File: src/rtl/tph_pkg.sv
`timescale 1ns / 1ps
// Shared types and constants for the temperature and humidity compensation core.
// Used by every module of the core; depends on nothing else.

package tph_pkg;

    // Configuration port geometry and register indexes.
    localparam int CFG_IDX_W  = 4;
    localparam int CFG_DATA_W = 24;

    localparam logic [CFG_IDX_W-1:0] REG_CAL_T1  = 4'd0;
    localparam logic [CFG_IDX_W-1:0] REG_CAL_T2  = 4'd1;
    localparam logic [CFG_IDX_W-1:0] REG_CAL_T3  = 4'd2;
    localparam logic [CFG_IDX_W-1:0] REG_CAL_H1  = 4'd3;
    localparam logic [CFG_IDX_W-1:0] REG_CAL_H2  = 4'd4;
    localparam logic [CFG_IDX_W-1:0] REG_CAL_H3  = 4'd5;
    localparam logic [CFG_IDX_W-1:0] REG_CAL_H45 = 4'd6;
    localparam logic [CFG_IDX_W-1:0] REG_CAL_H6  = 4'd7;

    // Internal datapath widths, sized to the value ranges they carry.
    localparam int FINE_W = 22;   // fine temperature
    localparam int T_W    = 17;   // temperature in centidegrees
    localparam int X_W    = 23;   // fine temperature minus offset
    localparam int HUM_W  = 17;   // humidity in percent times 1024

    localparam logic signed [24:0]    T_ROUND      = 25'sd128;
    localparam logic signed [X_W-1:0] FINE_OFFSET  = 23'sd76800;
    localparam logic [31:0]           P_ROUND      = 32'd16384;
    localparam logic signed [20:0]    Q2_BIAS      = 21'sd32768;
    localparam logic signed [22:0]    Q_BIAS       = 23'sd2097152;
    localparam logic [31:0]           Q_ROUND      = 32'd8192;
    localparam logic signed [31:0]    HUM_V_MAX    = 32'sd419430400;
    localparam logic [HUM_W-1:0]      HUM_Q10_MAX  = 17'd102400;

    // Reciprocal multipliers: ceil(2^26 / 100) and ceil(2^13 / 11).
    localparam logic [19:0]           DIV100_RECIP = 20'd671089;
    localparam logic [9:0]            DIV11_RECIP  = 10'd745;
    localparam logic [T_W-1:0]        CENTI_SCALE  = 17'd100;

    typedef struct packed {
        logic        [15:0] t1;
        logic signed [15:0] t2;
        logic signed [15:0] t3;
        logic        [7:0]  h1;
        logic signed [15:0] h2;
        logic        [7:0]  h3;
        logic signed [11:0] h4;
        logic signed [11:0] h5;
        logic signed [7:0]  h6;
    } cal_t;

endpackage

File: src/rtl/tph_temp_pipe.sv
`timescale 1ns / 1ps
// Four-stage temperature pipeline: raw temperature reading to fine temperature.
// Depends on tph_pkg for the calibration struct and widths.

module tph_temp_pipe
(
    input  logic                              clk,
    input  logic                              rst_n,
    input  tph_pkg::cal_t                     cal,
    input  logic                              up_valid,
    output logic                              up_ready,
    input  logic [19:0]                       raw_t,
    input  logic [15:0]                       raw_h,
    output logic                              dn_valid,
    input  logic                              dn_ready,
    output logic signed [tph_pkg::FINE_W-1:0] fine,
    output logic [15:0]                       adc_h
);

    localparam int NST = 4;

    logic [NST-1:0] vld_reg;
    logic [NST-1:0] vld_next;
    logic [NST-1:0] vld_in;
    logic [NST:0]   rdy;

    // Stage 0: differences against T1.
    logic signed [17:0] d1_reg, d1_next;
    logic signed [17:0] d2_reg, d2_next;
    // Stage 1: first products.
    logic signed [33:0] m1;
    logic signed [35:0] m2;
    logic signed [20:0] v1_reg, v1_next;
    logic signed [19:0] v2a_reg, v2a_next;
    // Stage 2: T3 product.
    logic signed [35:0] m3;
    logic signed [20:0] v1b_reg;
    logic signed [17:0] v2_reg, v2_next;
    // Stage 3: fine temperature.
    logic signed [tph_pkg::FINE_W-1:0] fine_reg, fine_next;

    logic [15:0] hraw_reg [NST];

    // A stage may load when it is empty or when the stage after it moves on.
    always_comb
    begin
        rdy[NST] = dn_ready;
        for (int k = NST - 1; k >= 0; k--)
        begin
            rdy[k] = !vld_reg[k] || rdy[k+1];
        end
    end

    assign vld_in = {vld_reg[NST-2:0], up_valid};

    always_comb
    begin
        for (int k = 0; k < NST; k++)
        begin
            vld_next[k] = rdy[k] ? vld_in[k] : vld_reg[k];
        end
    end

    always_ff @(posedge clk or negedge rst_n)
    begin
        if (!rst_n)
        begin
            vld_reg <= '0;
        end
        else
        begin
            vld_reg <= vld_next;
        end
    end

    assign d1_next  = $signed({1'b0, raw_t[19:3]}) - $signed({1'b0, cal.t1, 1'b0});
    assign d2_next  = $signed({2'b0, raw_t[19:4]}) - $signed({2'b0, cal.t1});

    assign m1       = d1_reg * $signed(cal.t2);
    assign m2       = d2_reg * d2_reg;
    assign v1_next  = m1[31:11];
    assign v2a_next = m2[31:12];

    assign m3       = v2a_reg * $signed(cal.t3);
    assign v2_next  = m3[31:14];

    assign fine_next = v1b_reg + v2_reg;

    always_ff @(posedge clk)
    begin
        if (rdy[0])
        begin
            d1_reg      <= d1_next;
            d2_reg      <= d2_next;
            hraw_reg[0] <= raw_h;
        end
        if (rdy[1])
        begin
            v1_reg      <= v1_next;
            v2a_reg     <= v2a_next;
            hraw_reg[1] <= hraw_reg[0];
        end
        if (rdy[2])
        begin
            v1b_reg     <= v1_reg;
            v2_reg      <= v2_next;
            hraw_reg[2] <= hraw_reg[1];
        end
        if (rdy[3])
        begin
            fine_reg    <= fine_next;
            hraw_reg[3] <= hraw_reg[2];
        end
    end

    assign up_ready = rdy[0];
    assign dn_valid = vld_reg[NST-1];
    assign fine     = fine_reg;
    assign adc_h    = hraw_reg[NST-1];

endmodule

File: config.mk
export PLATFORM = sky130hd
export DESIGN_NAME = tph_temp_pipe
export DESIGN_NICKNAME = d
export VERILOG_FILES = /design/src/rtl/tph_pkg.sv /design/src/rtl/tph_temp_pipe.sv
export SDC_FILE = /design/constraint.sdc
export NUM_CORES = 2
export LEC_CHECK = 0
export BUFFER_PORTS_ARGS = -buffer_cell sky130_fd_sc_hd__buf_2
export CAP_MARGIN = 10
export CORE_MARGIN = 5
export CORE_UTILIZATION = 45
export DETAILED_ROUTE_END_ITERATION = 7
export GPL_ROUTABILITY_DRIVEN = 0
export GPL_TIMING_DRIVEN = 0
export PLACE_DENSITY = 0.58
export SETUP_SLACK_MARGIN = 0.2
export SYNTH_ARGS = -nofsm -noshare
export SYNTH_HDL_FRONTEND = slang
export SYNTH_SLANG_ARGS = --single-unit
File: constraint.sdc
create_clock -name clk -period 16.5 [get_ports clk]
set_clock_uncertainty 0.1 [all_clocks]
set_input_delay 2.475 -clock clk [delete_from_list [all_inputs] [get_ports clk]]
set_output_delay 2.475 -clock clk [all_outputs]
set_load 0.02 [all_outputs]
# ---- Word-level counts from Yosys, hierarchy flattened
# Memory sizes are Yosys's and may differ from the RTL's.
# Index checks and enable logic that the tools add are counted.
# Widths: inputs -> output; s select.
dict set report op_classes {
  n_addsub 3
  n_mul 3
  div 0
  order_cmp 0
  eq_ne 0
  shifts 0
  muxes 8
  n_bitwise 0
  n_reduce_logical 8
}
# operator count
set ops {}
lappend ops {{$mul 17x17->32} 1}
lappend ops {{$mul 18x16->32} 1}
lappend ops {{$mul 20x16->32} 1}
lappend ops {{$add 21x18->22} 1}
lappend ops {{$sub 17x17->18} 1}
lappend ops {{$sub 16x16->17} 1}
lappend ops {{$mux 1} 8}
lappend ops {{$logic_not 1->1} 4}
lappend ops {{$logic_or 1x1->1} 4}
dict set report word_totals {
  regBits 141
  latch_bits 0
  mem_bits_rw 64
  romBits 0
  inputBits 152
  memories 1
}
# name words word_bits rd rd_ports_with_merged_regs wr line_no
set mem_list {}
lappend mem_list {hraw_reg 4 16 4 0 4 tph_temp_pipe.sv:42} ;# logic [15:0] hraw_reg [NST];

# ---- Logic depth before layout (Yosys ltp)
dict set report logic_depth {
  word_depth 7
  depth_mapped 25
  ltp_nobuf 24
}

# ---- Worst setup path after synthesis
# OpenSTA, ideal clock, no wires.
dict set report synth_timing {
  path_type {input to register}
  startpoint {input cal[87] in the netlist's numbering}
  endpoint {register v1_reg[19], data pin}
  setup_time_ns 0.258
  arrival_ns 8.078
  t_required_ns 16.142
  path_slack_ns 8.065
  cell_stages 22
  n_path_buf 2
  path_cell_list {clkbuf_1 -> clkbuf_1 -> nand2_1 -> fa_1 -> inv_1 -> fa_1 -> fa_1 -> fa_1 -> fa_1 -> inv_1 -> fa_1 -> inv_1 -> ha_1 -> a21o_1 -> a21o_1 -> a2111oi_0 -> o21ai_0 -> a311oi_2 -> o21ai_1 -> o21a_1 -> nor2_1 -> xnor2_1}
}
dict set report synth_between {
  elab_chain_cells 1
}
# item line_no
set synth_rtl {}
lappend synth_rtl {{start: declaration} tph_temp_pipe.sv:9} ;# input tph_pkg::cal_t cal,
lappend synth_rtl {{$mul 18x16->32} tph_temp_pipe.sv:79} ;# assign m1 = d1_reg * $signed(cal.t2);
lappend synth_rtl {{via m1[30]} tph_temp_pipe.sv:31} ;# logic signed [33:0] m1;
lappend synth_rtl {{end signal: assignment} tph_temp_pipe.sv:99} ;# v1_reg <= v1_next;
lappend synth_rtl {{end: declaration} tph_temp_pipe.sv:33} ;# logic signed [20:0] v1_reg, v1_next;
# The timed path passes the listed nets, and every way through them passes these cells.
# A chain may end at the register's enable or synchronous reset.

# ---- Worst setup path after layout
dict set report layout_timing {
  startpoint {input cal[65] in the netlist's numbering}
  endpoint {register v2_reg[17], data pin}
}
dict set report layout_between {
  elab_chain_cells 1
}
# item line_no
set layout_rtl {}
lappend layout_rtl {{$mul 20x16->32} tph_temp_pipe.sv:84} ;# assign m3 = v2a_reg * $signed(cal.t3);
lappend layout_rtl {{via m3[31]} tph_temp_pipe.sv:36} ;# logic signed [35:0] m3;
lappend layout_rtl {{end signal: assignment} tph_temp_pipe.sv:106} ;# v2_reg <= v2_next;
lappend layout_rtl {{end: declaration} tph_temp_pipe.sv:38} ;# logic signed [17:0] v2_reg, v2_next;
# The timed path passes the listed nets, and every way through them passes these cells.

==> flow_metrics.env <==
export IMPL_cp_max_fo=10
export IMPL_die_h_um=296
export IMPL_hp_start="hraw_reg[0][15]"
export IMPL_finalWirelength_mm=91.7
export IMPL_layout_drive_gt1_share_pct=4.48
export IMPL_cts_tree="done"
export IMPL_finalHoldViolations=0
export IMPL_crit_arrival_ns=9.47
export IMPL_ys_flop_type="edfxtp_1"
export IMPL_finalCritPeriodShare_pct=56.7
export IMPL_rsz0062_at_grt="false"
export IMPL_reg2reg_to="v2a_reg[19]"
export IMPL_synthArstFlopShare_pct=2.13
export IMPL_cts_resized=0
export IMPL_layout_common_cells="999 x inv_1, 816 x fa_1, 381 x nand2_1"
export IMPL_grt_pass1_vias=26000
export IMPL_area_growth_pct=7.07
export IMPL_endpoint_kind="flip-flop"
export IMPL_regToRegStartpoint="d1_reg[13]"
export IMPL_num_vias=24100
export IMPL_clock_latency_ns=0.50
export IMPL_yosysTopAreaCellShare_pct=44.4
export IMPL_syn_nets=4905
export IMPL_hold_path_cell_count=0
export IMPL_die_area_sq_um=87500
export IMPL_start_util_pct=45.5
export IMPL_reg2regPathDepth=22
export IMPL_yosysTopAreaCell="fa_1"
export IMPL_critPathKind="input pin to flip-flop"
export IMPL_syn_area_per_cell_sq_um=10.1
export IMPL_routedWlPerCell_um=18.9
export IMPL_core_area_sq_um=80800
export IMPL_htreeDepth=4
export IMPL_grtUsageTotal_pct=22.0
export IMPL_nets=5035
export IMPL_fp_dieW_um=296
export IMPL_io_pins=192
export IMPL_fp_row_count=104
export IMPL_crit_path_start_kind="input pin"
export IMPL_slew_headroom_pct=29.5
export IMPL_largest_register_ffs=64
export IMPL_grt_max_degree=57
export IMPL_drv_cap=0
export IMPL_layout_commonest_cell="inv_1"
export IMPL_place_inst=4826
export IMPL_period_needed_ns=9.36
export IMPL_synth_area_leaders="fa_1 44%, edfxtp_1 15%, inv_1 10%"
export IMPL_hold_path_endpoint="hraw_reg[1][15]"
export IMPL_cts_path_max_buffers=2
export IMPL_drt_initial_drc_count=1463
export IMPL_cts_root_buffer="clkbuf_16"
export IMPL_ys_seq_elements=188
export IMPL_slew_viol_final=0
export IMPL_cp_required_ns=16.61
export IMPL_yosysUniqueCellTypes=59
export IMPL_avgViaCountPerCell=4.96
export IMPL_holdBufCountCts=0
export IMPL_antenna_left=0
export IMPL_r2r_setup_slack_ns=8.31
export IMPL_clk_pin_slew_ns=0.10
export IMPL_synth_area_sq_um=36800
export IMPL_stdcell_count=4860
export IMPL_post_cts_buffers=0
export IMPL_antenna_found_initial=1
export IMPL_synthCells=3655
export IMPL_hp_class="flip-flop to flip-flop"
export IMPL_drc=0
export IMPL_synth_edf_count=184
export IMPL_setup_viol=0
export IMPL_portBuffers=108
export IMPL_tightest_slew_ns=1.06
export IMPL_hpwlAfterDp_mm=77.3
export IMPL_dr_pass1_iters=6
export IMPL_cts_buffers=17
export IMPL_fin_setup_tns_ns=0
export IMPL_yosysWarnings=0
export IMPL_max_freq_ghz=0.107
export IMPL_grt_pass1_wl_mm=146
export IMPL_cts_sinks=188
export IMPL_seq_area_frac_synth_pct=15.3
export IMPL_gr_total_overflow=0
export IMPL_status="completed"
[area by class of cell]
class | instances | area (sq um)
timing repair buffer | 111 | 611
multi-input combinational | 2339 | 26900
antenna | 2 | 5.00
sequential | 188 | 5630
buffer | 128 | 480
tap | 1060 | 1330
fill | 7649 | 41400
clock buffer | 17 | 425
clock inverter | 15 | 214
inverter | 1000 | 3750
[how the worst max path moves through the flow]
stage                       start         end  slack [ns]  depth (start not counted)
final                     cal[65]  v2_reg[17]        7.14                         21
after global routing      cal[89]  v1_reg[19]        6.87                         22
after CTS                 cal[65]  v2_reg[17]        7.08                         23
after detailed placement  cal[65]  v2_reg[17]        6.60                         23
after global placement    cal[65]  v2_reg[17]        6.65                         23
after floorplan           cal[87]  v1_reg[19]        8.06                         22
[cells in the mapped netlist, types with 12 or more instances]
master    number
inv_1       1000
fa_1         816
nand2_1      382
and2_1       333
ha_1         282
edfxtp_1     184
clkbuf_1     126
xnor2_1      111
nor2_1       102
a21oi_1       54
xor2_1        30
o21ai_0       27
o21a_1        25
a21o_1        24
nor2b_1       19
nand2b_1      18
nand3_1       13
nor3_1        12
[per-layer routing]
layer	GRT usage, %	part of all wire [%]	routed length (um)	vias up
li1	-	-	-	10900
met1	30.9	43	39300	12400
met2	36.9	49	44700	702
met3	2.82	6.3	5750	109
met4	4.92	2.1	1970	0
met5	0	0	0	-
[per-stage QoR]
| step | setup slack, ns | util, % | hold slack (ns) | cell area [sq um] |
|---|---|---|---|---|
| global placement | 6.65 | 47.8 | 0.300 | 38600 |
| global route | 6.87 | 48.7 | 0.312 | 39400 |
| CTS | 7.08 | 48.7 | 0.305 | 39400 |
| detailed placement | 6.60 | 47.9 | 0.305 | 38700 |
| finish | 7.14 | 48.7 | 0.303 | 39400 |
| floorplan | 8.06 | - | 0.300 | 36800 |
[cells by family (layout without fill, tap and decap cells)]
group,after synthesis,after routing,share of synthesized area (%)
xor gates and xnor gates,141,141,3.36
other,0,2,0
AOI/OAI and AO/OA,192,192,3.72
adders and majority gates,1098,1098,54.0
buffers and inverters,1128,1271,11.5
and+or+nand+nor,907,907,12.1
muxes,1,1,0.0306
DFF,188,188,15.3
[worst max-delay path, cell delays in order]
cell	delay, ns
buf_2	0.11
clkbuf_1	0.47
clkbuf_1	0.49
nand2_1	0.15
fa_1	0.55
fa_1	0.54
fa_1	0.53
inv_1	0.04
ha_1	0.28
fa_1	0.54
fa_1	0.45
ha_1	0.32
a21oi_1	0.14
o21ai_0	0.09
a21oi_1	0.43
a21oi_1	0.31
a221oi_2	0.49
o31ai_1	0.22
a211o_1	0.32
a21oi_1	0.20
xnor2_1	0.30
Power is not shown: default switching activity piles up to over one toggle a cycle in this logic, so the estimate is an artifact.
