==> config.mk <==
export PLATFORM = sky130hd
export DESIGN_NAME = tph_fmt
export DESIGN_NICKNAME = d
export VERILOG_FILES = /design/src/rtl/tph_pkg.sv /design/src/rtl/tph_fmt.sv
export SDC_FILE = /design/constraint.sdc
export NUM_CORES = 1
export LEC_CHECK = 0
export BUFFER_PORTS_ARGS = -buffer_cell sky130_fd_sc_hd__buf_2
export CORE_MARGIN = 1
export CORE_UTILIZATION = 42
export DETAILED_ROUTE_END_ITERATION = 8
export MAX_ROUTING_LAYER = met4
export SLEW_MARGIN = 20
export SYNTH_ARGS = -nofsm -noshare
export SYNTH_HDL_FRONTEND = slang
export SYNTH_SLANG_ARGS = --single-unit
==> constraint.sdc <==
create_clock -name clk -period 2.54 [get_ports clk]
set_input_delay 0.254 -clock clk [delete_from_list [all_inputs] [get_ports clk]]
set_output_delay 0.254 -clock clk [all_outputs]
set_load 0.005 [all_outputs]
==> src/rtl/tph_pkg.sv <==
`timescale 1ns / 1ps
// Shared types and constants for the temperature and humidity compensation core.
// Used by every module of the core; depends on nothing else.

package tph_pkg;

    // Configuration port geometry and register indexes.
    localparam int CFG_IDX_W  = 4;
    localparam int CFG_DATA_W = 24;

    localparam logic [CFG_IDX_W-1:0] REG_CAL_T1  = 4'd0;
    localparam logic [CFG_IDX_W-1:0] REG_CAL_T2  = 4'd1;
    localparam logic [CFG_IDX_W-1:0] REG_CAL_T3  = 4'd2;
    localparam logic [CFG_IDX_W-1:0] REG_CAL_H1  = 4'd3;
    localparam logic [CFG_IDX_W-1:0] REG_CAL_H2  = 4'd4;
    localparam logic [CFG_IDX_W-1:0] REG_CAL_H3  = 4'd5;
    localparam logic [CFG_IDX_W-1:0] REG_CAL_H45 = 4'd6;
    localparam logic [CFG_IDX_W-1:0] REG_CAL_H6  = 4'd7;

    // Internal datapath widths, sized to the value ranges they carry.
    localparam int FINE_W = 22;   // fine temperature
    localparam int T_W    = 17;   // temperature in centidegrees
    localparam int X_W    = 23;   // fine temperature minus offset
    localparam int HUM_W  = 17;   // humidity in percent times 1024

    localparam logic signed [24:0]    T_ROUND      = 25'sd128;
    localparam logic signed [X_W-1:0] FINE_OFFSET  = 23'sd76800;
    localparam logic [31:0]           P_ROUND      = 32'd16384;
    localparam logic signed [20:0]    Q2_BIAS      = 21'sd32768;
    localparam logic signed [22:0]    Q_BIAS       = 23'sd2097152;
    localparam logic [31:0]           Q_ROUND      = 32'd8192;
    localparam logic signed [31:0]    HUM_V_MAX    = 32'sd419430400;
    localparam logic [HUM_W-1:0]      HUM_Q10_MAX  = 17'd102400;

    // Reciprocal multipliers: ceil(2^26 / 100) and ceil(2^13 / 11).
    localparam logic [19:0]           DIV100_RECIP = 20'd671089;
    localparam logic [9:0]            DIV11_RECIP  = 10'd745;
    localparam logic [T_W-1:0]        CENTI_SCALE  = 17'd100;

    typedef struct packed {
        logic        [15:0] t1;
        logic signed [15:0] t2;
        logic signed [15:0] t3;
        logic        [7:0]  h1;
        logic signed [15:0] h2;
        logic        [7:0]  h3;
        logic signed [11:0] h4;
        logic signed [11:0] h5;
        logic signed [7:0]  h6;
    } cal_t;

endpackage

==> src/rtl/tph_fmt.sv <==
`timescale 1ns / 1ps
// Two-stage output formatter: whole and fraction parts of temperature and humidity.
// The second stage is the output register. Uses tph_pkg.

module tph_fmt
(
    input  logic                           clk,
    input  logic                           rst_n,
    input  logic                           up_valid,
    output logic                           up_ready,
    input  logic signed [tph_pkg::T_W-1:0] temp_c,
    input  logic [tph_pkg::HUM_W-1:0]      hum_q10,
    output logic                           dn_valid,
    input  logic                           dn_ready,
    output logic signed [19:0]             temperature_centi,
    output logic signed [13:0]             temperature_whole,
    output logic [6:0]                     temperature_frac,
    output logic [16:0]                    humidity_q10,
    output logic [6:0]                     humidity_whole,
    output logic [6:0]                     humidity_frac
);

    localparam int NST = 2;

    logic [NST-1:0] vld_reg;
    logic [NST-1:0] vld_next;
    logic [NST-1:0] vld_in;
    logic [NST:0]   rdy;

    // Stage 0: magnitude, quotient by 100 and the humidity split.
    logic [tph_pkg::T_W-1:0]         tabs_next, tabs_reg;
    logic [36:0]                     tm;
    logic [9:0]                      tq_next, tq_reg;
    logic                            tneg_reg;
    logic signed [tph_pkg::T_W-1:0]  t0_reg;
    logic [19:0]                     hm;
    logic [6:0]                      hf_next, hf_reg;
    logic [tph_pkg::HUM_W-1:0]       h0_reg;
    // Stage 1: remainder, signed quotient, output registers.
    logic [tph_pkg::T_W-1:0]         tprod;
    logic [tph_pkg::T_W-1:0]         trem;
    logic [13:0]                     tq_ext;
    logic signed [13:0]              whole_next, whole_reg;
    logic [6:0]                      frac_next, frac_reg;
    logic signed [tph_pkg::T_W-1:0]  t1_reg;
    logic [tph_pkg::HUM_W-1:0]       h1_reg;
    logic [6:0]                      hf1_reg;

    always_comb
    begin
        rdy[NST] = dn_ready;
        for (int k = NST - 1; k >= 0; k--)
        begin
            rdy[k] = !vld_reg[k] || rdy[k+1];
        end
    end

    assign vld_in = {vld_reg[NST-2:0], up_valid};

    always_comb
    begin
        for (int k = 0; k < NST; k++)
        begin
            vld_next[k] = rdy[k] ? vld_in[k] : vld_reg[k];
        end
    end

    always_ff @(posedge clk or negedge rst_n)
    begin
        if (!rst_n)
        begin
            vld_reg <= '0;
        end
        else
        begin
            vld_reg <= vld_next;
        end
    end

    // The reciprocal is exact for every magnitude the temperature path can produce.
    assign tabs_next = temp_c[tph_pkg::T_W-1] ? tph_pkg::T_W'(-temp_c)
                                              : tph_pkg::T_W'(temp_c);
    assign tm        = tabs_next * tph_pkg::DIV100_RECIP;
    assign tq_next   = tm[35:26];
    assign hm        = hum_q10[9:0] * tph_pkg::DIV11_RECIP;
    assign hf_next   = hm[19:13];

    assign tprod      = tph_pkg::T_W'(tq_reg) * tph_pkg::CENTI_SCALE;
    assign trem       = tabs_reg - tprod;
    assign frac_next  = trem[6:0];
    assign tq_ext     = {4'b0000, tq_reg};
    assign whole_next = tneg_reg ? (14'd0 - tq_ext) : tq_ext;

    always_ff @(posedge clk)
    begin
        if (rdy[0])
        begin
            tabs_reg <= tabs_next;
            tq_reg   <= tq_next;
            tneg_reg <= temp_c[tph_pkg::T_W-1];
            t0_reg   <= temp_c;
            hf_reg   <= hf_next;
            h0_reg   <= hum_q10;
        end
        if (rdy[1])
        begin
            whole_reg <= whole_next;
            frac_reg  <= frac_next;
            t1_reg    <= t0_reg;
            h1_reg    <= h0_reg;
            hf1_reg   <= hf_reg;
        end
    end

    assign up_ready          = rdy[0];
    assign dn_valid          = vld_reg[NST-1];
    assign temperature_centi = 20'(t1_reg);
    assign temperature_whole = whole_reg;
    assign temperature_frac  = frac_reg;
    assign humidity_q10      = h1_reg;
    assign humidity_whole    = h1_reg[16:10];
    assign humidity_frac     = hf1_reg;

endmodule

Word level (Yosys, flattened, before mapping)
Index checks and enable logic that the tools add are counted.
W data, S select, Z words.
Word-level totals
  register bits after elaboration: 120
  input bits: 38
  output and inout bits: 74
  logic and storage cells: 26
Operators by class
  add/subtract/negate cells: 3
  multipliers: 3
  muxes and demuxes: 2
  reduce and logical (&&, ||, !) cells: 4
Operators with widths (number)
  $mul A17 B20 Y36 const B: 1
  $mul A10 B10 Y20 const B: 1
  $mux W17: 1
  $neg A17 Y17: 1
  $sub A1 B10 Y11 const A: 1
  $mul A10 B5 Y5 const B: 1
  $mux W10: 1
  $sub A7 B7 Y7: 1
  $logic_not A1 Y1: 2
  $logic_or A1 B1 Y1: 2

Logic depth before layout (Yosys ltp)
Gate-level depths: netlist (run 1).
  word-level depth: 3
  mapped depth: 26

Worst setup path before layout (run 1)
Ideal clock, no wire load.
  kind: input to register
  start: in temp_c[0] (netlist name)
  end: reg tq_reg[6], data pin
  arrival time: 6.631 ns
  required time: 2.277 ns
  path slack: -4.354 ns
  stages: 23
  path buffers: 0
  cell sequence: inv_1 -> ha_1 -> nand3b_1 -> or4_4 -> o21ai_0 -> xor2_1 -> inv_1 -> fa_1 -> fa_1 -> fa_1 -> fa_1 -> fa_1 -> inv_1 -> fa_1 -> inv_1 -> ha_1 -> nand2_1 -> nor3_1 -> a221o_1 -> a311oi_4 -> o21ai_2 -> a211oi_2 -> xnor2_1
Between the ends
  cells in the longest elaborated chain, start to end: 3
Ends and longest elaborated chain
  start, declared: RTL line tph_fmt.sv:11  | input logic signed [tph_pkg::T_W-1:0] temp_c,
  $neg A17 Y17: RTL line tph_fmt.sv:81  | assign tabs_next = temp_c[tph_pkg::T_W-1] ? tph_pkg::T_W'(-temp_c)
  $mux W17 *: RTL line tph_fmt.sv:81
  $mul A17 B20 Y36 *: RTL line tph_fmt.sv:83  | assign tm = tabs_next * tph_pkg::DIV100_RECIP;
  via tm[32]: RTL line tph_fmt.sv:32  | logic [36:0] tm;
  end signal, assigned: RTL line tph_fmt.sv:99  | tq_reg <= tq_next;
  end, declared: RTL line tph_fmt.sv:33  | logic [9:0] tq_next, tq_reg;
The timed path passes the listed nets; every way through them passes the cells marked *.
A chain may end at the register's enable or synchronous reset.

Final worst setup path (run 1)
  start: in temp_c[5] (netlist name)
  end: reg tq_reg[6], data pin
The elaborated chain is that of the path after synthesis.

==> impl_metrics.env, run 1 <==
export IMPL_status="complete, but fails checks"
export IMPL_failed_checks="negative setup slack"
export IMPL_yosys_warnings=0
export IMPL_place_congestion=0.872
export IMPL_synthArstFlopShare_pct=1.71
export IMPL_layout_drive_gt1_share_pct=35.9
export IMPL_arrival_ns=6.43
export IMPL_final_nets=1690
export IMPL_dieWidth_microns=168
export IMPL_antenna_found_initial=0
export IMPL_postRouteAntennaNets=0
export IMPL_routed_wl_mm=25.9
export IMPL_layout_setup_ws_ns=-3.72
export IMPL_start_kind="primary input"
export IMPL_slew_viol_final=0
export IMPL_synth_top_cell_by_area="edfxtp_1"
export IMPL_root_buffer="clkbuf_16"
export IMPL_vias_per_cell=4.72
export IMPL_synth_edf_count=115
export IMPL_cts_tree="yes"
export IMPL_clk_pin_slew_ns=0.06
export IMPL_rows=60
export IMPL_relSlewSlack_pct=56.4
export IMPL_yosysTopAreaCellShare_pct=29.9
export IMPL_grt_max_degree=32
export IMPL_synthTopCellsByArea="edfxtp_1, fa_1, ha_1, inv_1, xnor2_1"
export IMPL_synth_ff_type="edfxtp_1"
export IMPL_crit_type="in -> reg"
export IMPL_syn_to_final_growth_pct=34.5
export IMPL_tightest_slew_ns=0.652
export IMPL_hpwlAfterDp_mm=22.2
export IMPL_clock_sinks=117
export IMPL_drt_iter0_drc=288
export IMPL_clk_latency_ns=0.42
export IMPL_grt_pass1_wl_mm=41.7
export IMPL_track_usage_pct=20.0
export IMPL_die_h_microns=168
export IMPL_critPathLaunch="temp_c[5]"
export IMPL_synth_seq_area_share_pct=30.4
export IMPL_rsz0062_at_grt="yes"
export IMPL_hold_viol=0
export IMPL_ios=112
export IMPL_portBuffers=111
export IMPL_ys_ff_latch=117
export IMPL_drc=0
export IMPL_core_area_sq_um=27000
export IMPL_maxCapViolations=0
export IMPL_num_vias=7845
export IMPL_max_freq_mhz=160
export IMPL_post_route_period_util_pct=247
export IMPL_synthCells=990
export IMPL_fillers=2273
export IMPL_r2r_start="tq_reg[1]"
export IMPL_period_minus_slack_ns=6.26
export IMPL_cp_max_fo=4
export IMPL_drt_pre_antenna_iters=4
export IMPL_wl_per_cell_microns=15.6
export IMPL_hold_worst_slack_ns=0.0251
export IMPL_synth_nets=1371
export IMPL_grt_pass1_vias=8081
export IMPL_end_kind="flop"
export IMPL_cts_inserted_buffers=17
export IMPL_syn_avg_cell_area_sq_um=11.7
export IMPL_antenna_cells=0
export IMPL_setup_violations=17
export IMPL_start_util_pct=42.8
export IMPL_htree_levels=4
export IMPL_required_ns=2.70
export IMPL_cts_path_max_buffers=2
export IMPL_min_delay_start="hum_q10[10]"
export IMPL_gr_total_overflow=0
export IMPL_dieArea_sq_um=28100
export IMPL_clock_skew_ns=0.0158
export IMPL_ys_types=60
export IMPL_syn_area_sq_um=11500
export IMPL_hold_class="in -> reg"
metrics by stage:
stage	util, %	setup TNS [ns]	cell area, sq um	worst slack (ns)	std cells
global route	57.6	-47.61	15500	-3.96	1663
detailed placement	53.6	-54.64	14400	-4.40	1615
finish	57.6	-44.77	15500	-3.72	1663
CTS	57.1	-44.91	15400	-3.69	1661
floorplan	-	-44.85	12100	-3.92	990
global placement	53.6	-53.96	14400	-4.31	1615
cells in the final DEF, fill, tap and decap left out, types with 5 or more instances in the layout:
| cell type | count |
|---|---|
| a21o_1 | 10 |
| a21oi_1 | 21 |
| a21oi_2 | 8 |
| buf_12 | 6 |
| buf_2 | 103 |
| buf_4 | 194 |
| buf_6 | 13 |
| clkbuf_16 | 17 |
| edfxtp_1 | 115 |
| fa_1 | 125 |
| fa_2 | 7 |
| ha_1 | 179 |
| ha_4 | 31 |
| inv_1 | 238 |
| inv_2 | 22 |
| nand2_1 | 31 |
| nand2b_1 | 5 |
| nand3_1 | 7 |
| nand4_1 | 6 |
| nor2_1 | 9 |
| nor3_1 | 5 |
| o21ai_0 | 10 |
| xnor2_1 | 34 |
| xnor2_2 | 5 |
| xor2_1 | 6 |
path summary, 6_finish.rpt:
check | slack (ns) | cells past startpoint | to
worst min-delay path | 0.03 | 1 | h0_reg[10]
max in group asynchronous | 2.28 | 2 | vld_reg[0]
worst max-delay path | -3.72 | 23 | tq_reg[6]
worst max register to register | 0.55 | 6 | temperature_whole[10]
min in group asynchronous | 0.17 | 2 | vld_reg[1]
worst min register to register | 0.41 | 0 | t1_reg[1]
what timing repair did:
| item | CTS | global route |
|---|---|---|
| pin swaps | 52 | 23 |
| endpoints found under the hold margin | 4 | 0 |
| setup endpoints to repair | 17 | 17 |
| setup buffers | 12 | 3 |
| resized for setup | 57 | 28 |
| hold buffers | 3 | 0 |
cells by family (layout without fill, tap and decap cells):
| group | after synthesis | in the layout | share of synthesized area (%) |
|---|---|---|---|
| adders and majority gates | 343 | 343 | 45.8 |
| buffers and inverters | 282 | 614 | 9.64 |
| DFF | 117 | 117 | 30.4 |
| AOI/OAI and AO/OA | 100 | 100 | 5.96 |
| and+or+nand+nor | 99 | 99 | 4.44 |
| xor gates and xnor gates | 49 | 49 | 3.79 |
cells in the mapped netlist, drive strengths merged, types with 2 or more instances:
library cell	number
o21a	4
or4	2
nand4	6
o31a	2
and3	3
o221ai	2
a221o	2
clkbuf	5
nor3b	2
ha	211
xnor2	40
buf	15
nor3	13
nand2b	6
nor2	11
or2	3
nand2	33
a21oi	32
inv	262
o31ai	6
o22ai	2
a211oi	3
o21bai	2
edfxtp	115
fa	132
or3	3
a21o	10
o21ai	19
nand3b	2
nand3	10
xor2	9
dfrtp	2
o41ai	3
o211ai	2
routing by layer:
layer	global-route usage [%]	wire (microns)	up-vias
met5	-	0	-
met4	3.67	260	0
met3	2.46	617	16
met2	32.1	12700	110
met1	27.5	12300	3829
li1	-	-	3890
area by class of cell:
| cell class | instances | area (sq um) | share of cell area, % |
|---|---|---|---|
| clock buffer | 18 | 439 | 2.83 |
| clock inverter | 14 | 165 | 1.06 |
| multi-input combinational | 591 | 7710 | 49.7 |
| sequential | 117 | 3500 | 22.6 |
| inverter | 262 | 988 | 6.37 |
| tap | 341 | 427 | 2.75 |
| timing repair buffer | 320 | 2280 | 14.7 |
worst max-delay path, stage by stage:
cell      delay (ns)
buf_8           0.10
nor3_4          0.22
nand3b_1        0.13
or4_4           0.49
o31ai_4         0.27
xor2_2          0.23
fa_2            0.51
fa_1            0.53
inv_2           0.05
fa_2            0.36
fa_1            0.52
fa_1            0.54
inv_2           0.05
fa_1            0.54
inv_2           0.05
ha_4            0.21
nand4_1         0.13
nor3_2          0.07
a221o_1         0.35
a311oi_4        0.38
o21ai_2         0.11
a211oi_2        0.25
xnor2_1         0.08
Power of run 1 is left out: the tool's default activity adds up to more than one toggle a clock period on the data nets, which glitch-free logic cannot reach.
==> run 2, diff against run 1 <==
==> constraint.sdc (replaced) <==
create_clock -name clk -period 7.89 [get_ports clk]
set_input_delay 0.789 -clock clk [delete_from_list [all_inputs] [get_ports clk]]
set_output_delay 0.789 -clock clk [all_outputs]
set_load 0.005 [all_outputs]
==> run 2 against run 1 <==
Critical path depth up 1. The flow now finishes without violations. First-iteration DRC count grew 5.2%. Critical endpoint is now tq_reg[9]. Hold slack improved by 0.12 ns. Utilization decreased by 9.0 points. Register-to-register slack improved by 5.3 ns. Clock skew down 0.0086 ns. Routed wire length decreased by 8.3%. Via count is 9.3% lower. Setup slack gained 4.2 ns. Global-route usage fell by 1.2 points.
==> impl_metrics.env, run 2 (synthesis gave the netlist of run 1 again) <==
export IMPL_dieWidth_microns=168
export IMPL_setup_violations=0
export IMPL_grt_pass1_wl_mm=39.0
export IMPL_drt_iter0_drc=303
export IMPL_cts_resized=0
export IMPL_layout_commonest_cell="inv_1"
export IMPL_cts_tree="yes"
export IMPL_routed_wl_mm=23.7
export IMPL_clock_sinks=117
export IMPL_core_area_sq_um=27000
export IMPL_cp_max_fo=4
export IMPL_syn_to_final_growth_pct=13.4
export IMPL_ios=112
export IMPL_hpwlAfterDp_mm=20.2
export IMPL_hold_viol=0
export IMPL_post_route_period_util_pct=94.6
export IMPL_r2r_slack_ns=5.85
export IMPL_die_h_microns=168
export IMPL_fillers=2421
export IMPL_hold_worst_slack_ns=0.148
export IMPL_rsz0062_at_grt="no"
export IMPL_grt_max_degree=60
export IMPL_wl_per_cell_microns=16.1
export IMPL_place_congestion=0.912
export IMPL_cts_path_max_buffers=2
export IMPL_postRouteAntennaNets=0
export IMPL_multi_input_comb_area_sq_um=6920
export IMPL_dieArea_sq_um=28100
export IMPL_drc=0
export IMPL_grt_pass1_vias=7519
export IMPL_gr_total_overflow=0
export IMPL_r2r_cells=6
export IMPL_clk_pin_slew_ns=0.06
export IMPL_seqCellArea_sq_um=3500
export IMPL_tns_ns=0
export IMPL_crit_type="in -> reg"
export IMPL_end_kind="flop"
export IMPL_final_nets=1499
export IMPL_slew_viol_final=0
export IMPL_max_freq_mhz=134
export IMPL_vias_per_cell=4.83
export IMPL_start_util_pct=42.8
export IMPL_period_minus_slack_ns=7.46
export IMPL_cts_inserted_buffers=17
export IMPL_clock_skew_ns=0.00722
export IMPL_num_vias=7116
export IMPL_rows=60
export IMPL_tightest_slew_ns=0.774
export IMPL_r2r_start="tq_reg[1]"
export IMPL_layout_drive_gt1_share_pct=15.4
export IMPL_reg2reg_to="temperature_whole[10]"
export IMPL_required_ns=8.05
export IMPL_maxCapViolations=0
export IMPL_relSlewSlack_pct=48.4
export IMPL_start_kind="primary input"
export IMPL_hold_class="in -> async"
export IMPL_arrival_ns=7.63
export IMPL_cts_setup_buffers=0
export IMPL_track_usage_pct=18.8
export IMPL_clk_latency_ns=0.41
export IMPL_status="complete, no violations"
export IMPL_layout_common_cells="inv_1, ha_1, fa_1"
export IMPL_antenna_found_initial=1
export IMPL_root_buffer="clkbuf_16"
export IMPL_drt_pre_antenna_iters=4
export IMPL_holdBufCountCts=0
export IMPL_htree_levels=4
export IMPL_portBuffers=111
[run 2: worst max-delay path by stage]
stage	startpoint	endpoint
2_1_floorplan	temp_c[0]	tq_reg[6]
3_3_place_gp	temp_c[0]	tq_reg[9]
3_5_place_dp	temp_c[0]	tq_reg[9]
4_1_cts	temp_c[0]	tq_reg[9]
5_1_grt	temp_c[0]	tq_reg[9]
6_report	temp_c[0]	tq_reg[9]
[run 2: stage by stage]
step	util [%]	std cells	area, sq um	setup WS [ns]
3_5_place_dp	46.5	1440	12500	0.0569
5_1_grt	48.5	1473	13100	0.0249
4_1_cts	48.5	1472	13100	0.453
2_1_floorplan	-	990	11500	0.461
6_report	48.5	1473	13100	0.427
3_3_place_gp	46.5	1440	12500	0.114
[run 2: metal layers]
layer | vias to the layer above | GRT usage (%) | wire, microns
li1 | 3505 | - | -
met5 | - | - | 0
met4 | 0 | 5.70 | 442
met2 | 147 | 31.5 | 11800
met1 | 3440 | 23.5 | 10600
met3 | 24 | 2.79 | 867
[run 2: worst max-delay path: stages]
cell      delay, ns
buf_2          0.12
inv_1          0.12
ha_1           0.23
nand3b_1       0.14
or4_4          0.48
o31ai_1        0.28
xor2_1         0.27
fa_1           0.51
fa_1           0.57
inv_1          0.06
fa_1           0.51
fa_1           0.53
fa_1           0.55
inv_1          0.06
fa_1           0.53
inv_1          0.05
ha_1           0.33
a21oi_1        0.17
o221ai_1       0.12
a21boi_0       0.24
o21ai_0        0.10
nor3_1         0.54
o21ai_1        0.17
xnor2_1        0.15
[run 2: layout make-up]
class,instances,share of cell area [%]
diodes,1,0.0191
well taps,341,3.26
multi-input cells,591,52.9
repair buffers,129,5.28
flip-flops and latches,117,26.8
inverters,262,7.52
clock buffers,17,3.25
clock inverters,15,0.995
Power of run 2 is left out for the same reason.
==> run 3, diff against run 2 <==
--- a/config.mk
+++ b/config.mk
@@ -5,6 +5,7 @@
 export SDC_FILE = /design/constraint.sdc
 export NUM_CORES = 1
 export LEC_CHECK = 0
+export ABC_AREA = 1
 export BUFFER_PORTS_ARGS = -buffer_cell sky130_fd_sc_hd__buf_2
 export CORE_MARGIN = 1
 export CORE_UTILIZATION = 42
==> run 3 against run 2 <==
Synthesized area up 5.7%. First-iteration DRC count is 55% higher. Synthesized cell count increased by 21%. Register-to-register slack improved by 0.07 ns. Sequential share of layout area fell by 1.4 points. Non-clock buffer count decreased by 6. Via count rose by 15%. Count of clock-buffer cells in the layout increased by 1. Setup slack gained 0.38 ns. Critical path type unchanged. Critical endpoint is now tq_reg[6].
==> impl_metrics.env, run 3 <==
export IMPL_grt_pass1_vias=8356
export IMPL_max_freq_mhz=141
export IMPL_cts_inserted_buffers=17
export IMPL_synth_ff_type="edfxtp_1"
export IMPL_period_minus_slack_ns=7.09
export IMPL_syn_avg_cell_area_sq_um=10.2
export IMPL_required_ns=8.03
export IMPL_die_h_microns=172
export IMPL_cts_resized=0
export IMPL_cp_max_fo=6
export IMPL_post_route_util_pct=48.3
export IMPL_end_kind="flop"
export IMPL_yosys_warnings=0
export IMPL_holdBufCountCts=0
export IMPL_syn_to_final_growth_pct=13.3
export IMPL_antenna_cells=0
export IMPL_hpwlAfterDp_mm=22.9
export IMPL_gr_total_overflow=0
export IMPL_synthTopCellsByArea="edfxtp_1, fa_1, ha_1, inv_1, nand2_1"
export IMPL_htree_levels=4
export IMPL_syn_area_sq_um=12200
export IMPL_ys_ff_latch=117
export IMPL_drt_iter0_drc=470
export IMPL_status="complete, no violations"
export IMPL_portBuffers=111
export IMPL_drt_pre_antenna_iters=5
export IMPL_crit_type="in -> reg"
export IMPL_start_util_pct=42.6
export IMPL_root_buffer="clkbuf_16"
export IMPL_tns_ns=0
export IMPL_hold_viol=0
export IMPL_grt_max_degree=60
export IMPL_route_met3_wl_microns=903
export IMPL_synthCells=1197
export IMPL_tightest_slew_ns=0.904
export IMPL_num_vias=8179
export IMPL_dr_wl_met2_mm=13.0
export IMPL_synth_seq_area_share_pct=28.7
export IMPL_synth_edf_count=115
export IMPL_setup_violations=0
export IMPL_cts_setup_buffers=0
export IMPL_clk_pin_slew_ns=0.05
export IMPL_clock_sinks=117
export IMPL_cts_tree="yes"
export IMPL_post_route_period_util_pct=89.8
export IMPL_final_area_sq_um=13800
export IMPL_yosysMostFrequentCell="inv_1"
export IMPL_vias_per_cell=4.76
export IMPL_m1WireLength_mm=12.5
export IMPL_maxCapViolations=0
export IMPL_placed_cell_area_sq_um=13200
export IMPL_core_area_sq_um=28600
export IMPL_hold_class="in -> async"
export IMPL_synth_top_cell_by_area="edfxtp_1"
export IMPL_final_nets=1705
export IMPL_postRouteAntennaNets=0
export IMPL_synth_nets=1578
export IMPL_top_layer="met4"
export IMPL_wl_per_cell_microns=15.5
export IMPL_rsz0062_at_grt="no"
export IMPL_slew_viol_final=0
export IMPL_antenna_found_initial=0
export IMPL_clk_latency_ns=0.42
export IMPL_dieWidth_microns=172
export IMPL_grt_pass1_wl_mm=43.7
export IMPL_place_congestion=0.955
export IMPL_rows=62
export IMPL_routed_wl_mm=26.6
export IMPL_layout_commonest_cell="inv_1"
export IMPL_track_usage_pct=20.1
export IMPL_synthArstFlopShare_pct=1.71
export IMPL_layout_drive_gt1_share_pct=13.1
export IMPL_ios=112
export IMPL_relSlewSlack_pct=39.8
export IMPL_clock_skew_ns=0.00875
export IMPL_layout_common_cells="inv_1, ha_1, fa_1"
export IMPL_arrival_ns=7.22
export IMPL_dieArea_sq_um=29700
export IMPL_drc=0
export IMPL_yosysTopAreaCellShare_pct=28.3
export IMPL_cts_path_max_buffers=2
export IMPL_synthTopCellsByCount="inv_1, ha_1, fa_1, nand2_1, edfxtp_1"
export IMPL_fillers=2637
export IMPL_ys_types=43
export IMPL_start_kind="primary input"
==> run 3: changes by cell type after synthesis, sizes merged, moves of 15 or more <==
| cell | before | now |
|---|---|---|
| nand2 | 33 | 136 |
| inv | 262 | 317 |
| nor2 | 11 | 59 |
| xnor2 | 40 | 14 |
| nand3 | 10 | 30 |
| xor2 | 9 | 28 |
| a21oi | 32 | 47 |
==> run 3: kinds of logic (layout without fill, tap and decap cells) <==
logic type	Yosys count	after routing	share of synthesized area, %
AND/OR/NAND/NOR	259	259	9.26
flip-flops	117	117	28.7
buffers and inverters	332	471	10.7
AO/OA/AOI/OAI	104	104	4.93
XOR/XNOR	42	42	3.08
adder cells (fa/ha/maj)	343	343	43.3
==> run 3: final timing paths <==
path                       startpoint                    to  slack [ns]  cells after the start
setup / recovery            temp_c[0]             tq_reg[6]        0.80                     25
hold / removal                  rst_n            vld_reg[0]        0.15                      1
setup reg to reg            tq_reg[1]  temperature_whole[8]        5.92                      9
hold reg to reg            t0_reg[10]            t1_reg[10]        0.42                      0
max in group asynchronous       rst_n            vld_reg[1]        7.65                      1
min in group clk           t0_reg[10]            t1_reg[10]        0.42                      0
==> run 3: stage by stage <==
step,cells,setup WS [ns],hold slack [ns]
finish,1720,0.803,0.147
global route,1720,0.346,0.126
CTS,1720,0.827,0.122
detailed placement,1689,0.446,0.405
global placement,1689,0.528,0.400
floorplan,1197,1.16,0.400
==> run 3: per-layer routing <==
layer / vias to the layer above / track usage, %
met2: 166 / 32.7
met4: 0 / 4.69
met5: - / -
met1: 3946 / 26.9
li1: 4053 / -
met3: 14 / 2.27
==> run 3: final cells by class <==
cell class	instances	area (sq um)	area share, %
clock buffers	18	429	3.11
multi-input cells	748	7400	53.6
inverters	317	1190	8.61
well taps	384	480	3.48
repair buffers	123	646	4.67
clock inverters	13	164	1.19
flip-flops and latches	117	3500	25.4
==> run 3: worst max-delay path, cell delays in order <==
cell and delay (ns):
buf_2 0.14, inv_1 0.20, nand3_2 0.12, nor3_2 0.19, nand2_1 0.12, nor3_2 0.17
nand3_1 0.10, nand2_1 0.08, xor2_1 0.47, inv_1 0.20, fa_1 0.54, fa_1 0.53
inv_1 0.07, fa_1 0.52, fa_1 0.53, fa_1 0.54, fa_1 0.50, ha_1 0.38
a21o_2 0.23, a31oi_1 0.21, o31ai_1 0.12, a21boi_0 0.23, nand2_1 0.08, nand2_1 0.06
nand2_1 0.11
Power of run 3 is left out for the same reason.
